`src/sv/cbc_pkg.sv`:
```
// ----------------------------------------------------------------------------
// cbc_pkg
// Shared codes, sizes and interface types of the cartridge bank controller.
// ----------------------------------------------------------------------------
package cbc_pkg;

	// Controller kinds
	localparam logic [2:0] KIND_NONE = 3'd0;
	localparam logic [2:0] KIND_MBC1 = 3'd1;
	localparam logic [2:0] KIND_MBC2 = 3'd2;
	localparam logic [2:0] KIND_MBC3 = 3'd3;
	localparam logic [2:0] KIND_MBC5 = 3'd4;

	// Item actions
	localparam logic [1:0] ACT_CTRL = 2'd0;
	localparam logic [1:0] ACT_RD   = 2'd1;
	localparam logic [1:0] ACT_WR   = 2'd2;
	localparam logic [1:0] ACT_TICK = 2'd3;

	// Clock register select codes
	localparam logic [2:0] CSEL_NONE = 3'd0;
	localparam logic [2:0] CSEL_SEC  = 3'd1;
	localparam logic [2:0] CSEL_MIN  = 3'd2;
	localparam logic [2:0] CSEL_HOUR = 3'd3;
	localparam logic [2:0] CSEL_DAYL = 3'd4;
	localparam logic [2:0] CSEL_DAYH = 3'd5;

	// Configuration register map (index is paddr[2])
	localparam int        PADDR_W     = 3;
	localparam logic      REG_KIND    = 1'b0;
	localparam logic      REG_CLKPRES = 1'b1;

	// MBC2 nibble RAM
	localparam int NRAM_DEPTH = 512;
	localparam int NRAM_AW    = $clog2(NRAM_DEPTH);

	// Nibble RAM port request
	typedef struct packed {
		logic               rd_en;
		logic [NRAM_AW-1:0] rd_addr;
		logic               wr_en;
		logic [NRAM_AW-1:0] wr_addr;
		logic [3:0]         wr_data;
	} nram_req_t;

	// Commands to the real-time clock
	typedef struct packed {
		logic       tick;
		logic       latch;
		logic       wr;
		logic [2:0] sel;
		logic [7:0] data;
	} rtc_cmd_t;

endpackage

```
`src/sv/cbc_cfg_regs.sv`:
```
// ----------------------------------------------------------------------------
// cbc_cfg_regs
// APB register file: controller kind and clock-present flag.
// ----------------------------------------------------------------------------
module cbc_cfg_regs import cbc_pkg::*; (
	input  logic               clk,
	input  logic               arst_n,
	input  logic               psel,
	input  logic               penable,
	input  logic               pwrite,
	input  logic [PADDR_W-1:0] paddr,
	input  logic [31:0]        pwdata,
	output logic [31:0]        prdata,
	output logic               pready,
	output logic [2:0]         kind,
	output logic               clock_present
);

	logic [2:0] kind_q;
	logic       clkp_q;
	logic       wr;

	assign pready = 1'b1;
	assign wr     = psel && penable && pwrite;

	// Register writes
	always_ff @(posedge clk or negedge arst_n) begin
		if (!arst_n) begin
			kind_q <= KIND_NONE;
			clkp_q <= 1'b0;
		end else if (wr) begin
			case (paddr[2])
				REG_KIND:    kind_q <= pwdata[2:0];
				REG_CLKPRES: clkp_q <= pwdata[0];
				default:     ;
			endcase
		end
	end

	// Read back
	always_comb begin
		case (paddr[2])
			REG_KIND:    prdata = {29'd0, kind_q};
			REG_CLKPRES: prdata = {31'd0, clkp_q};
			default:     prdata = 32'd0;
		endcase
	end

	assign kind          = kind_q;
	assign clock_present = clkp_q;

	a_kind_wr: assert property (@(posedge clk) disable iff (!arst_n)
		(wr && paddr[2] == REG_KIND) |=> kind_q == $past(pwdata[2:0]))
		else $error("kind register write lost");
	a_clkp_wr: assert property (@(posedge clk) disable iff (!arst_n)
		(wr && paddr[2] == REG_CLKPRES) |=> clkp_q == $past(pwdata[0]))
		else $error("clock-present register write lost");
	a_idle_hold: assert property (@(posedge clk) disable iff (!arst_n)
		!wr |=> $stable(kind_q) && $stable(clkp_q))
		else $error("config changed without a write transaction");

endmodule

```
`src/sv/cbc_nibble_ram.sv`:
```
// ----------------------------------------------------------------------------
// cbc_nibble_ram
// 512x4 MBC2 RAM with registered read and a clearing sweep after reset.
// ----------------------------------------------------------------------------
module cbc_nibble_ram import cbc_pkg::*; (
	input  logic      clk,
	input  logic      arst_n,
	input  nram_req_t req,
	output logic [3:0] rd_data,
	output logic      busy
);

	logic [3:0]         mem [NRAM_DEPTH];
	logic [3:0]         rd_data_q;
	logic [NRAM_AW-1:0] clr_addr_q;
	logic               clearing_q;
	logic               clr_last;

	assign clr_last = (clr_addr_q == NRAM_AW'(NRAM_DEPTH - 1));

	// Clear sweep control
	always_ff @(posedge clk or negedge arst_n) begin
		if (!arst_n) begin
			clearing_q <= 1'b1;
			clr_addr_q <= '0;
		end else if (clearing_q) begin
			clr_addr_q <= clr_addr_q + 1'b1;
			if (clr_last) clearing_q <= 1'b0;
		end
	end

	// Array write port and registered read
	always_ff @(posedge clk) begin
		if (clearing_q) begin
			mem[clr_addr_q] <= 4'd0;
		end else if (req.wr_en) begin
			mem[req.wr_addr] <= req.wr_data;
		end
		if (req.rd_en) begin
			rd_data_q <= mem[req.rd_addr];
		end
	end

	assign rd_data = rd_data_q;
	assign busy    = clearing_q;

	a_no_wr_busy: assert property (@(posedge clk) disable iff (!arst_n)
		clearing_q |-> !req.wr_en && !req.rd_en)
		else $error("RAM access during clearing sweep");
	a_clr_end: assert property (@(posedge clk) disable iff (!arst_n)
		$fell(clearing_q) |-> clr_addr_q == '0)
		else $error("clearing sweep ended early");
	a_clr_once: assert property (@(posedge clk) disable iff (!arst_n)
		!clearing_q |=> !clearing_q)
		else $error("clearing sweep restarted");

endmodule

```
`src/sv/cbc_rtc.sv`:
```
// ----------------------------------------------------------------------------
// cbc_rtc
// MBC3 real-time clock: live counters, latched copy, register writes, ticks.
// ----------------------------------------------------------------------------
module cbc_rtc import cbc_pkg::*; (
	input  logic       clk,
	input  logic       arst_n,
	input  rtc_cmd_t   cmd,
	output logic [7:0] latch_rd
);

	logic [5:0] sec_q;
	logic [5:0] min_q;
	logic [4:0] hour_q;
	logic [8:0] days_q;
	logic       halt_q;
	logic       carry_q;
	logic [7:0] latched_q [5];

	// Tick carry chain; fields may hold out-of-range written values
	logic [6:0] sec_inc;
	logic       c_sec;
	logic [5:0] sec_nx;
	logic [6:0] min_inc;
	logic       c_min;
	logic [5:0] min_nx;
	logic [5:0] hour_inc;
	logic       c_hour;
	logic [4:0] hour_nx;
	logic [9:0] days_inc;

	always_comb begin
		sec_inc  = {1'b0, sec_q} + 7'd1;
		c_sec    = (sec_inc >= 7'd60);
		sec_nx   = c_sec ? 6'(sec_inc - 7'd60) : sec_inc[5:0];
		min_inc  = {1'b0, min_q} + {6'd0, c_sec};
		c_min    = (min_inc >= 7'd60);
		min_nx   = c_min ? 6'(min_inc - 7'd60) : min_inc[5:0];
		hour_inc = {1'b0, hour_q} + {5'd0, c_min};
		c_hour   = (hour_inc >= 6'd24);
		hour_nx  = c_hour ? 5'(hour_inc - 6'd24) : hour_inc[4:0];
		days_inc = {1'b0, days_q} + {9'd0, c_hour};
	end

	// Live clock
	always_ff @(posedge clk or negedge arst_n) begin
		if (!arst_n) begin
			sec_q   <= '0;
			min_q   <= '0;
			hour_q  <= '0;
			days_q  <= '0;
			halt_q  <= 1'b0;
			carry_q <= 1'b0;
		end else if (cmd.wr) begin
			case (cmd.sel)
				CSEL_SEC:  sec_q  <= cmd.data[5:0];
				CSEL_MIN:  min_q  <= cmd.data[5:0];
				CSEL_HOUR: hour_q <= cmd.data[4:0];
				CSEL_DAYL: days_q[7:0] <= cmd.data;
				CSEL_DAYH: begin
					days_q[8] <= cmd.data[0];
					halt_q    <= cmd.data[6];
					carry_q   <= cmd.data[7];
				end
				default: ;
			endcase
		end else if (cmd.tick && !halt_q) begin
			sec_q  <= sec_nx;
			min_q  <= min_nx;
			hour_q <= hour_nx;
			days_q <= days_inc[8:0];
			if (days_inc[9]) carry_q <= 1'b1;
		end
	end

	// Latched copy
	always_ff @(posedge clk or negedge arst_n) begin
		if (!arst_n) begin
			for (int i = 0; i < 5; i++) latched_q[i] <= '0;
		end else if (cmd.latch) begin
			latched_q[0] <= {2'd0, sec_q};
			latched_q[1] <= {2'd0, min_q};
			latched_q[2] <= {3'd0, hour_q};
			latched_q[3] <= days_q[7:0];
			latched_q[4] <= {carry_q, halt_q, 5'd0, days_q[8]};
		end
	end

	// Latched register read
	always_comb begin
		case (cmd.sel)
			CSEL_SEC:  latch_rd = latched_q[0];
			CSEL_MIN:  latch_rd = latched_q[1];
			CSEL_HOUR: latch_rd = latched_q[2];
			CSEL_DAYL: latch_rd = latched_q[3];
			CSEL_DAYH: latch_rd = latched_q[4];
			default:   latch_rd = 8'd0;
		endcase
	end

	a_halt_holds: assert property (@(posedge clk) disable iff (!arst_n)
		(cmd.tick && !cmd.wr && halt_q) |=> $stable(sec_q) && $stable(days_q))
		else $error("clock advanced while halted");
	a_tick_norm: assert property (@(posedge clk) disable iff (!arst_n)
		(cmd.tick && !cmd.wr && !halt_q) |=> sec_q < 6'd60 && min_q < 6'd60 && hour_q < 5'd24)
		else $error("tick left clock fields out of range");
	a_carry_sticky: assert property (@(posedge clk) disable iff (!arst_n)
		(carry_q && !(cmd.wr && cmd.sel == CSEL_DAYH)) |=> carry_q)
		else $error("day carry cleared without day-high write");

endmodule

```
`src/sv/cartridge_bank_controller_core.sv`:
```
// ----------------------------------------------------------------------------
// cartridge_bank_controller_core
// Pipeline: an input register and then a result register lie between a request
// transaction and its response; a held result register stalls the input stage.
// Throughput: one transaction per cycle while the response side keeps up and no
// clearing sweep runs; nibble RAM read issued at accept, with write forwarding.
// Reset: all bank and clock state cleared; the 512-entry nibble RAM is then
// cleared by a sweep during which req_ready stays low.
// ----------------------------------------------------------------------------
module cartridge_bank_controller_core import cbc_pkg::*; (
	input  logic               clk,
	input  logic               arst_n,
	// configuration
	input  logic               psel,
	input  logic               penable,
	input  logic               pwrite,
	input  logic [PADDR_W-1:0] paddr,
	input  logic [31:0]        pwdata,
	output logic [31:0]        prdata,
	output logic               pready,
	// request
	input  logic               req_valid,
	output logic               req_ready,
	input  logic [1:0]         action,
	input  logic [15:0]        addr,
	input  logic [7:0]         data,
	// response
	output logic               rsp_valid,
	input  logic               rsp_ready,
	output logic               handled,
	output logic [7:0]         read_data,
	output logic [8:0]         rom_bank_out,
	output logic [3:0]         ram_bank_out,
	output logic               ram_mapped
);

	localparam logic [15:0] ADDR_ENA_LAST = 16'h1fff;
	localparam logic [15:0] ADDR_ROM_LAST = 16'h3fff;
	localparam logic [15:0] ADDR_LOW_LAST = 16'h2fff;
	localparam logic [15:0] ADDR_RAM_LAST = 16'h5fff;
	localparam logic [15:0] ADDR_CTL_LAST = 16'h7fff;

	logic [2:0] kind;
	logic       clock_present;
	logic       nram_busy;
	logic [3:0] nram_rd;
	nram_req_t  nram_req;
	rtc_cmd_t   rtc_cmd;
	logic [7:0] latch_rd;

	// Bank state
	logic       ram_en_q;
	logic [8:0] rom_bank_q;
	logic [3:0] ram_bank_q;
	logic [2:0] csel_q;
	logic [7:0] latch_prev_q;

	// Input stage
	logic        valid_s1;
	logic [1:0]  action_s1;
	logic [15:0] addr_s1;
	logic [7:0]  data_s1;
	logic        fwd_hit_s1;
	logic [3:0]  fwd_data_s1;

	logic rsp_valid_q;
	logic s1_fire;
	logic accept;

	// Next state and result
	logic       ram_en_nx;
	logic [8:0] rom_bank_nx;
	logic [3:0] ram_bank_nx;
	logic [2:0] csel_nx;
	logic [7:0] latch_prev_nx;
	logic       handled_nx;
	logic [7:0] rd_nx;
	logic [3:0] nibble;

	cbc_cfg_regs u_cfg (
		.clk           (clk),
		.arst_n        (arst_n),
		.psel          (psel),
		.penable       (penable),
		.pwrite        (pwrite),
		.paddr         (paddr),
		.pwdata        (pwdata),
		.prdata        (prdata),
		.pready        (pready),
		.kind          (kind),
		.clock_present (clock_present)
	);

	cbc_nibble_ram u_nram (
		.clk     (clk),
		.arst_n  (arst_n),
		.req     (nram_req),
		.rd_data (nram_rd),
		.busy    (nram_busy)
	);

	cbc_rtc u_rtc (
		.clk      (clk),
		.arst_n   (arst_n),
		.cmd      (rtc_cmd),
		.latch_rd (latch_rd)
	);

	// Handshake
	assign s1_fire   = valid_s1 && (!rsp_valid_q || rsp_ready);
	assign req_ready = !nram_busy && (!valid_s1 || s1_fire);
	assign accept    = req_valid && req_ready;

	// Nibble RAM port: read at accept, write when the stage-1 transaction commits
	always_comb begin
		nram_req.rd_en   = accept;
		nram_req.rd_addr = addr[NRAM_AW-1:0];
		nram_req.wr_en   = s1_fire && action_s1 == ACT_WR && ram_en_q && kind == KIND_MBC2;
		nram_req.wr_addr = addr_s1[NRAM_AW-1:0];
		nram_req.wr_data = data_s1[3:0];
	end

	assign nibble = fwd_hit_s1 ? fwd_data_s1 : nram_rd;

	// Input register
	always_ff @(posedge clk or negedge arst_n) begin
		if (!arst_n) begin
			valid_s1 <= 1'b0;
		end else if (accept) begin
			valid_s1 <= 1'b1;
		end else if (s1_fire) begin
			valid_s1 <= 1'b0;
		end
	end

	always_ff @(posedge clk) begin
		if (accept) begin
			action_s1   <= action;
			addr_s1     <= addr;
			data_s1     <= data;
			fwd_hit_s1  <= nram_req.wr_en && nram_req.wr_addr == addr[NRAM_AW-1:0];
			fwd_data_s1 <= nram_req.wr_data;
		end
	end

	// Transaction decode and bank register update
	always_comb begin
		ram_en_nx     = ram_en_q;
		rom_bank_nx   = rom_bank_q;
		ram_bank_nx   = ram_bank_q;
		csel_nx       = csel_q;
		latch_prev_nx = latch_prev_q;
		handled_nx    = 1'b0;
		rd_nx         = 8'd0;
		rtc_cmd       = '0;
		rtc_cmd.sel   = csel_q;
		rtc_cmd.data  = data_s1;

		case (action_s1)
			ACT_CTRL: begin
				case (kind)
					KIND_MBC1: begin
						handled_nx = (addr_s1 <= ADDR_CTL_LAST);
						if (addr_s1 <= ADDR_ENA_LAST) begin
							ram_en_nx = (data_s1[3:0] == 4'ha);
						end else if (addr_s1 <= ADDR_ROM_LAST) begin
							rom_bank_nx = {4'd0, data_s1[4:0]};
						end else if (addr_s1 <= ADDR_RAM_LAST) begin
							ram_bank_nx = {2'd0, data_s1[1:0]};
						end
					end
					KIND_MBC2: begin
						handled_nx = (addr_s1 <= ADDR_ROM_LAST);
						if (addr_s1 <= ADDR_ROM_LAST) begin
							if (!addr_s1[8]) ram_en_nx = (data_s1[3:0] == 4'ha);
							else rom_bank_nx = {5'd0, data_s1[3:0]};
						end
					end
					KIND_MBC3: begin
						handled_nx = (addr_s1 <= ADDR_CTL_LAST);
						if (addr_s1 <= ADDR_ENA_LAST) begin
							ram_en_nx = (data_s1[3:0] == 4'ha);
						end else if (addr_s1 <= ADDR_ROM_LAST) begin
							rom_bank_nx = {2'd0, data_s1[6:0]};
						end else if (addr_s1 <= ADDR_RAM_LAST) begin
							if (data_s1 <= 8'h03) begin
								ram_bank_nx = data_s1[3:0];
								csel_nx     = CSEL_NONE;
							end else if (data_s1 >= 8'h08 && data_s1 <= 8'h0c) begin
								csel_nx = 3'(data_s1 - 8'd7);
							end
						end else if (addr_s1 <= ADDR_CTL_LAST) begin
							rtc_cmd.latch = (latch_prev_q == 8'd0) && (data_s1 == 8'd1);
							latch_prev_nx = data_s1;
						end
					end
					KIND_MBC5: begin
						handled_nx = (addr_s1 <= ADDR_RAM_LAST);
						if (addr_s1 <= ADDR_ENA_LAST) begin
							ram_en_nx = (data_s1[3:0] == 4'ha);
						end else if (addr_s1 <= ADDR_LOW_LAST) begin
							rom_bank_nx = {rom_bank_q[8], data_s1};
						end else if (addr_s1 <= ADDR_ROM_LAST) begin
							rom_bank_nx = {data_s1[0], rom_bank_q[7:0]};
						end else if (addr_s1 <= ADDR_RAM_LAST) begin
							ram_bank_nx = data_s1[3:0];
						end
					end
					default: ;
				endcase
			end
			ACT_RD: begin
				if (ram_en_q && kind == KIND_MBC2) begin
					rd_nx      = {4'hf, nibble};
					handled_nx = 1'b1;
				end else if (ram_en_q && kind == KIND_MBC3 && csel_q != CSEL_NONE) begin
					rd_nx      = latch_rd;
					handled_nx = 1'b1;
				end
			end
			ACT_WR: begin
				if (ram_en_q && kind == KIND_MBC2) begin
					handled_nx = 1'b1;
				end else if (ram_en_q && kind == KIND_MBC3) begin
					rtc_cmd.wr = 1'b1;
					handled_nx = (csel_q >= CSEL_SEC && csel_q <= CSEL_DAYH);
				end
			end
			ACT_TICK: begin
				rtc_cmd.tick = (kind == KIND_MBC3) && clock_present;
			end
			default: ;
		endcase

		// clock commands only take effect when the transaction commits
		rtc_cmd.tick  = rtc_cmd.tick && s1_fire;
		rtc_cmd.latch = rtc_cmd.latch && s1_fire;
		rtc_cmd.wr    = rtc_cmd.wr && s1_fire;
	end

	always_ff @(posedge clk or negedge arst_n) begin
		if (!arst_n) begin
			ram_en_q     <= 1'b0;
			rom_bank_q   <= '0;
			ram_bank_q   <= '0;
			csel_q       <= CSEL_NONE;
			latch_prev_q <= '0;
		end else if (s1_fire) begin
			ram_en_q     <= ram_en_nx;
			rom_bank_q   <= rom_bank_nx;
			ram_bank_q   <= ram_bank_nx;
			csel_q       <= csel_nx;
			latch_prev_q <= latch_prev_nx;
		end
	end

	// Result register
	always_ff @(posedge clk or negedge arst_n) begin
		if (!arst_n) begin
			rsp_valid_q <= 1'b0;
		end else if (s1_fire) begin
			rsp_valid_q <= 1'b1;
		end else if (rsp_ready) begin
			rsp_valid_q <= 1'b0;
		end
	end

	always_ff @(posedge clk) begin
		if (s1_fire) begin
			handled      <= handled_nx;
			read_data    <= rd_nx;
			rom_bank_out <= (kind != KIND_MBC5 && rom_bank_nx == 9'd0) ? 9'd1 : rom_bank_nx;
			ram_bank_out <= ram_bank_nx;
			ram_mapped   <= ram_en_nx && (csel_nx == CSEL_NONE);
		end
	end

	assign rsp_valid = rsp_valid_q;

	a_no_accept_busy: assert property (@(posedge clk) disable iff (!arst_n)
		nram_busy |-> !req_ready)
		else $error("request accepted during RAM clearing");
	a_stage_hold: assert property (@(posedge clk) disable iff (!arst_n)
		(valid_s1 && !s1_fire) |-> !req_ready)
		else $error("input stage overwritten while stalled");
	a_csel_range: assert property (@(posedge clk) disable iff (!arst_n)
		csel_q <= CSEL_DAYH)
		else $error("clock select out of range");
	a_fire_valid: assert property (@(posedge clk) disable iff (!arst_n)
		s1_fire |=> rsp_valid_q)
		else $error("committed transaction produced no response");

endmodule

```
`config.mk`:
```
export PLATFORM = sky130hd
export DESIGN_NAME = cartridge_bank_controller_core
export DESIGN_NICKNAME = d
export VERILOG_FILES = /design/src/sv/cbc_pkg.sv /design/src/sv/cbc_cfg_regs.sv /design/src/sv/cbc_nibble_ram.sv /design/src/sv/cbc_rtc.sv /design/src/sv/cartridge_bank_controller_core.sv
export SDC_FILE = /design/constraint.sdc
export NUM_CORES = 2
export LEC_CHECK = 0
export BUFFER_PORTS_ARGS = -buffer_cell sky130_fd_sc_hd__buf_4
export CORE_MARGIN = 3
export CORE_UTILIZATION = 30
export DETAILED_ROUTE_END_ITERATION = 12
export PLACE_DENSITY = 0.47
export SYNTH_ARGS = -nofsm -noshare
export SYNTH_HDL_FRONTEND = slang
export SYNTH_SLANG_ARGS = --single-unit
export TNS_END_PERCENT = 1
```
`constraint.sdc`:
```
create_clock -name clk -period 32.6 [get_ports clk]
set_input_delay 6.52 -clock clk [delete_from_list [all_inputs] [get_ports clk]]
set_output_delay 6.52 -clock clk [all_outputs]
set_load 0.005 [all_outputs]
```
==> Word level (Yosys, flattened, before mapping) <==
Memories as Yosys holds them, arrays and structs flattened. A register that Yosys moved wholly into a read port is not among the register bits.
Cells that the tools add are included.
{ "totals": {"register_bits": 151, "ram_bits": 2048, "in_bits": 68, "out_inout_bits": 58, "elab_cells": 223, "memories": 1} }
{ "memory_table": {"columns": ["memory", "depth", "word_bits", "rd", "rd_clocked_by_memory_dff", "write_ports", "line", "text"], "rows": [
  ["u_nram.mem", 512, 4, 1, 1, 1, "cbc_nibble_ram.sv:13", "logic [3:0] mem [NRAM_DEPTH];"]
]} }
{ "classes": {"n_addsub": 9, "order_cmp": 13, "eq_ne": 22, "n_mux": 91, "n_bitwise": 4, "reduce_logical": 50} }
{ "op_table": {"columns": ["operator", "n"], "rows": [
  ["9-bit two-way mux", 13],
  ["32-bit one-hot mux with 2 select lines", 1],
  ["4-bit two-way mux", 14],
  ["6-bit two-way mux", 8],
  ["8-bit one-hot mux with 5 select lines", 1],
  ["9-bit one-hot mux with 4 select lines", 1],
  ["1-bit two-way mux", 35],
  ["16-bit by 14-bit <= comparator with 1-bit output, second input constant", 2],
  ["16-bit by 15-bit <= comparator with 1-bit output, second input constant", 2],
  ["8-bit two-way mux", 3],
  ["1-bit logical AND", 22],
  ["3-bit two-way mux", 7],
  ["5-bit two-way mux", 4],
  ["16-bit by 13-bit <= comparator with 1-bit output, second input constant", 1],
  ["2-bit AND reduction", 8],
  ["7-bit by 6-bit greater-or-equal comparator with 1-bit output, second input constant", 2],
  ["3-bit by 2-bit equality test with 1-bit output, second input constant", 4],
  ["4-bit one-hot mux with 3 select lines", 1],
  ["6-bit subtractor, second input constant", 2],
  ["9-bit by 1-bit adder with 10-bit output", 1],
  ["2-bit by 1-bit inequality test with 1-bit output, second input constant", 5],
  ["9-bit by 1-bit adder with 9-bit output, second input constant", 1],
  ["3-bit equality test, second input constant", 3],
  ["9-bit equality test", 1],
  ["34 further kinds", 47]
]} }

==> Longest topological paths before layout <==
{ "depth": {"ltp_word": 11, "ltp_mapped": 31, "mapped_depth_nobuf": 29} }

==> Modules after synthesis <==
A second synthesis with hierarchy kept.
{ "unflattened": {"cells_unflattened": 5112, "area_unflattened_um2": 90483.0} }
{ "by_module_without_submodules": {"columns": ["mod", "n_inst", "cells_each", "area_per_inst_um2", "seq_area_each_um2"], "rows": [
  ["cbc_nibble_ram", 1, 4438, 82903.3, 61870.6],
  ["cartridge_bank_controller_core", 1, 280, 3727.3, 2207.1],
  ["cbc_rtc", 1, 349, 3404.5, 1401.3],
  ["cbc_cfg_regs", 1, 45, 447.9, 100.1]
]} }

==> Worst setup path before layout <==
Ideal clock, no wire load.
{ "synth_timing": {"kind": "input -> register", "startpoint": "in rsp_ready", "endpoint": "mem u_nram.mem[0][0] (data pin)", "setup_time_ps": 3978, "arrival_time_ps": 26170, "t_required_ps": 28622, "path_slack_ps": 2452, "cell_stages": 5, "path_buffers": 0, "cell_sequence": "nand2b_1 nand2_2 inv_2 nand3_2 nor3_1"} }
{ "synth_between": {"elab_chain_len": 10} }
{ "synth_lines": {"columns": ["item", "line", "text"], "rows": [
  ["start, declared", "cartridge_bank_controller_core.sv:29", "input logic rsp_ready,"],
  ["1-bit logical OR", "cartridge_bank_controller_core.sv:110", "assign s1_fire = valid_s1 && (!rsp_valid_q || rsp_ready);"],
  ["1-bit logical AND", "cartridge_bank_controller_core.sv:110", null],
  ["1-bit logical AND (3 in series)", "cartridge_bank_controller_core.sv:118", "nram_req.wr_en = s1_fire && action_s1 == ACT_WR && ram_en_q && kind == KIND_MBC2;"],
  ["1-bit two-way mux", "cbc_nibble_ram.sv:36", "end else if (req.wr_en) begin"],
  ["1-bit two-way mux", "cbc_nibble_ram.sv:34", "if (clearing_q) begin"],
  ["1-bit two-way mux (implied by the code)", "cbc_nibble_ram.sv:37", "mem[req.wr_addr] <= req.wr_data;"],
  ["4-bit OR reduction (no source line)", null, null],
  ["4-bit two-way mux (no source line)", null, null],
  ["end, declared", "cbc_nibble_ram.sv:13", null]
]} }
No other way between the ends.

==> Worst setup path after layout <==
{ "layout_timing": {"startpoint": "in paddr[2]", "endpoint": "out prdata[0]"} }
{ "layout_between": {"elab_chain_len": 2} }
{ "layout_lines": {"columns": ["item", "line", "text"], "rows": [
  ["start, declared", "cartridge_bank_controller_core.sv:17", "input logic [PADDR_W-1:0] paddr,"],
  ["1-bit NOT (no source line)", null, null],
  ["32-bit one-hot mux with 2 select lines *", "cbc_cfg_regs.sv:42", "case (paddr[2])"],
  ["end, declared", "cartridge_bank_controller_core.sv:19", "output logic [31:0] prdata,"]
]} }
Every way passes the cells marked *; elsewhere a longest branch is shown, timed or not. The select of a mux whose other input is x is not followed.

==> impl_results.md <==
* Worst Path Max Fanout at 5
* Clock Power Share at 43.6%
* GPL Wtd Cong at 0.799
* Switching power at 0.00124 W
* Final min period at 13.61 ns
* Yosys Warn Count at 0
* R2R Path End: u_rtc.days_q[8]$_DFFE_PN0P_
* Average cell area after synthesis at 17.6 um^2
* Final worst-path cycle share at 41.8%
* CP startpoint kind: input port
* CTS root buffer: clkbuf_16
* Flop pwr share at 52.9%
* Register bit total from synthesis at 2200
* Critical path cell sequence: buf_4 > mux2_2 > buf_4
* Number of I/O pins at 126
* Int Pwr at 0.00459 W
* Min-Delay Path Class: flip-flop to flip-flop
* CTS sink count at 2200
* Top cells by count, synth: 2103 x edfxtp_1, 609 x nor2_1, 395 x mux2i_1, 310 x mux4_2, 166 x o221ai_1
* RSZ-0062 raised after global routing: false
* Post-DP Area at 94100 um^2
* Area growth syn-to-layout at 12.3%
* Top cell by count, worst path: buf_4
* CTS H-tree lvls at 4
* All-Layer GR Usage at 15.4%
* Antenna violations before repair at 14
* Die span in x at 555 um
* TritonCTS Buffers at 236
* Comb power frac at 3.5%
* Slew @ Worst Pin at 1.17 ns
* Max VDD drop at 0.0398 mV
* Setup TNS at 0 ns
* CTS tree: yes
* GRT overflow at 0
* Fmax at 73.5 MHz
* Status: finished clean
* Crit Path Class: input port to output pin
* First-pass GRT wire length at 350 mm
* Crit. End Element: output pin
* Clock skew at 0.0493 ns
* Drt first pass iters at 5
* Worst path required time at 26.08 ns
* FF-to-FF path depth at 29
* Yosys top cell by area: edfxtp_1
* Maximum number of pins on one net before global-route repair at 207
* Clock Pin Slew Worst Setup and Hold Paths at 0.06 ns
* Cell Rows at 200
* Switching Fraction at 21.3%
* Wire per inst at 26.1 um
* # Max-Cap Violations at 0
* Arrival time worst endpoint at 7.09 ns
* Final Hold Fails at 0
* P_leak at 27.2 nW
* Routed vias/inst at 5.09
* Share of the synthesized area in the top cell type at 70.0%
* # port buffers at 61
* Antenna viol nets, final at 0
* Share of flip-flops with an asynchronous set or reset at 4.41%
* Netlist cell types at 89
* Worst setup path end: prdata[0]
* Synthesized area at 90300 um^2
* Dpl hpwl at 139 mm
* Via count at 47.3k
* Core Region at 298000 um^2
* Clock Tree Buf Depth at 4
* Post-CTS sizing at 0
* CP max stage delay at 0.33 ns
* Gate Count Post-Synth at 5134
* Final WL at 243 mm
* DRT iter0 DRCs at 4332
* Residual DRC at 0
* Number of buffers added for setup after CTS at 0
* Hold_buf cts at 0
* Die ar. at 307000 um^2
* Setup crit start: paddr[2]
* Post-route insts no fill at 9296
* Number of global-route vias before repair at 48.5k
* Flop-to-flop setup slack at 25.70 ns
* Placed Instances at 8876
* Worst r2r src: u_rtc.sec_q[0]$_DFFE_PN0P_
* Post-route cell area at 101000 um^2
* PD cells at 57.6 nW/um^2
* Worst path slowest cell: mux2_2
* Post-synth EDFFs at 2103
* Relative slew slack at 21.8%
* Initial Utilization at 30.3%
* Height of the die at 555 um
* Nets at 5267
* Pins Over Slew Limit at 0
* Setup-failing EPs final at 0
* Seq/Total Area, Yosys at 72.7%
* Prevailing post-synth register cell: edfxtp_1
* Layout cell share with drive strength beyond 1 at 16.4%
* Synth area leaders: edfxtp_1 70%, mux4_2 7.7%, mux2i_1 4.4%
* Clock latency on the worst-skew pair at 0.91 ns
* Dominant cell by count in the synthesized netlist: edfxtp_1
## layer usage
layer	vias to the layer above	GRT usage [%]	wire length, um
li1	20700	-	-
met1	24900	21.2	106000
met2	1374	25.1	117000
met3	347	2.36	13400
met4	0	4.32	6720
met5	-	0	0
## worst min path at each step
| stage | slack, ns | cells after the start | from | end |
|---|---|---|---|---|
| floorplan | 0.42 | 0 | data_s1[3]$_DFFE_PP_ | fwd_data_s1[3]$_DFFE_PP_ |
| global placement | 0.47 | 2 | latch_prev_q[2]$_DFFE_PN0P_ | latch_prev_q[2]$_DFFE_PN0P_ |
| detailed placement | 0.46 | 2 | ram_bank_q[0]$_DFFE_PN0P_ | ram_bank_q[0]$_DFFE_PN0P_ |
| CTS | 0.48 | 2 | ram_bank_q[0]$_DFFE_PN0P_ | ram_bank_q[0]$_DFFE_PN0P_ |
| global route | 0.50 | 2 | ram_bank_q[2]$_DFFE_PN0P_ | ram_bank_q[2]$_DFFE_PN0P_ |
| finish | 0.48 | 2 | ram_bank_q[0]$_DFFE_PN0P_ | ram_bank_q[0]$_DFFE_PN0P_ |
## metrics by stage
step	utilization, %	total power [W]	setup slack (ns)	hold WS (ns)
after floorplan	-	0.00329	2.45	0.424
after CTS	34.0	0.00591	18.99	0.480
final	34.0	0.00584	18.99	0.478
after global placement	31.6	0.00335	18.99	0.467
after detailed placement	31.6	0.00335	18.99	0.465
after global routing	34.0	0.00604	18.98	0.499
## flip-flops by register name, indices dropped and copies added (netlist names), 2 cells and up
| name | count |
|---|---|
| u_nram.rd_data | 4 |
| u_rtc.sec_q | 6 |
| read_data | 8 |
| u_cfg.kind | 3 |
| u_rtc.days_q | 9 |
| fwd_data_s1 | 4 |
| u_nram.clr_addr_q | 9 |
| u_rtc.hour_q | 5 |
| data_s1 | 8 |
| rom_bank_out | 9 |
| latch_prev_q | 8 |
| u_nram.mem | 2048 |
| u_rtc.latched_q | 28 |
| action_s1 | 2 |
| csel_q | 3 |
| rom_bank_q | 9 |
| addr_s1 | 13 |
| ram_bank_q | 4 |
| ram_bank_out | 4 |
| u_rtc.min_q | 6 |
## critical path, delay by kind of cell
family,cells,cell delay [ns]
multiplexers,1,0.33
buffers and inverters,2,0.25
## power by group through the flow
stage / combinational, W / sequential, W / clock, W
3_5_place_dp: 0.000206 / 0.00315 / 0
2_1_floorplan: 0.000150 / 0.00314 / 0
4_1_cts: 0.000206 / 0.00309 / 0.00261
6_report: 0.000203 / 0.00309 / 0.00254
3_3_place_gp: 0.000206 / 0.00315 / 0
5_1_grt: 0.000220 / 0.00309 / 0.00273
## cells by family after synthesis
family	synth area share, %
buffers and inverters	2.87
flip-flops	72.7
other	0.00832
adder cells (fa/ha/maj)	0.333
AND/OR/NAND/NOR	5.26
XOR/XNOR	0.243
AO/OA/AOI/OAI	4.81
multiplexers	13.8
## area by class of cell
type / instances / area (um^2)
Fill cell: 28200 / 197000
Sequential cell: 2200 / 65600
Multi-Input combinational cell: 2576 / 22400
Clock buffer: 278 / 6100
Tap cell: 3939 / 4930
Timing Repair Buffer: 135 / 1140
Clock inverter: 138 / 1110
Inverter: 26 / 105
Antenna cell: 4 / 10.0
## cell usage in the layout, fill, tap and decap left out, types with 20 or more instances in the layout
cell / n
edfxtp_1: 2103
nor2_1: 609
mux2i_1: 392
mux4_2: 310
clkbuf_16: 237
o221ai_1: 166
nand2_1: 140
buf_4: 124
a21oi_1: 122
dfrtp_1: 96
o22ai_1: 83
o21ai_0: 79
nor3_1: 72
nand3_1: 69
mux2_2: 63
clkinv_1: 61
clkinv_2: 44
clkbuf_1: 39
a31oi_1: 31
mux4_1: 30
conb_1: 30
a211oi_1: 27
ha_1: 24
inv_1: 23
and2_1: 20
Note: power is estimated with default switching activity, not from simulation.
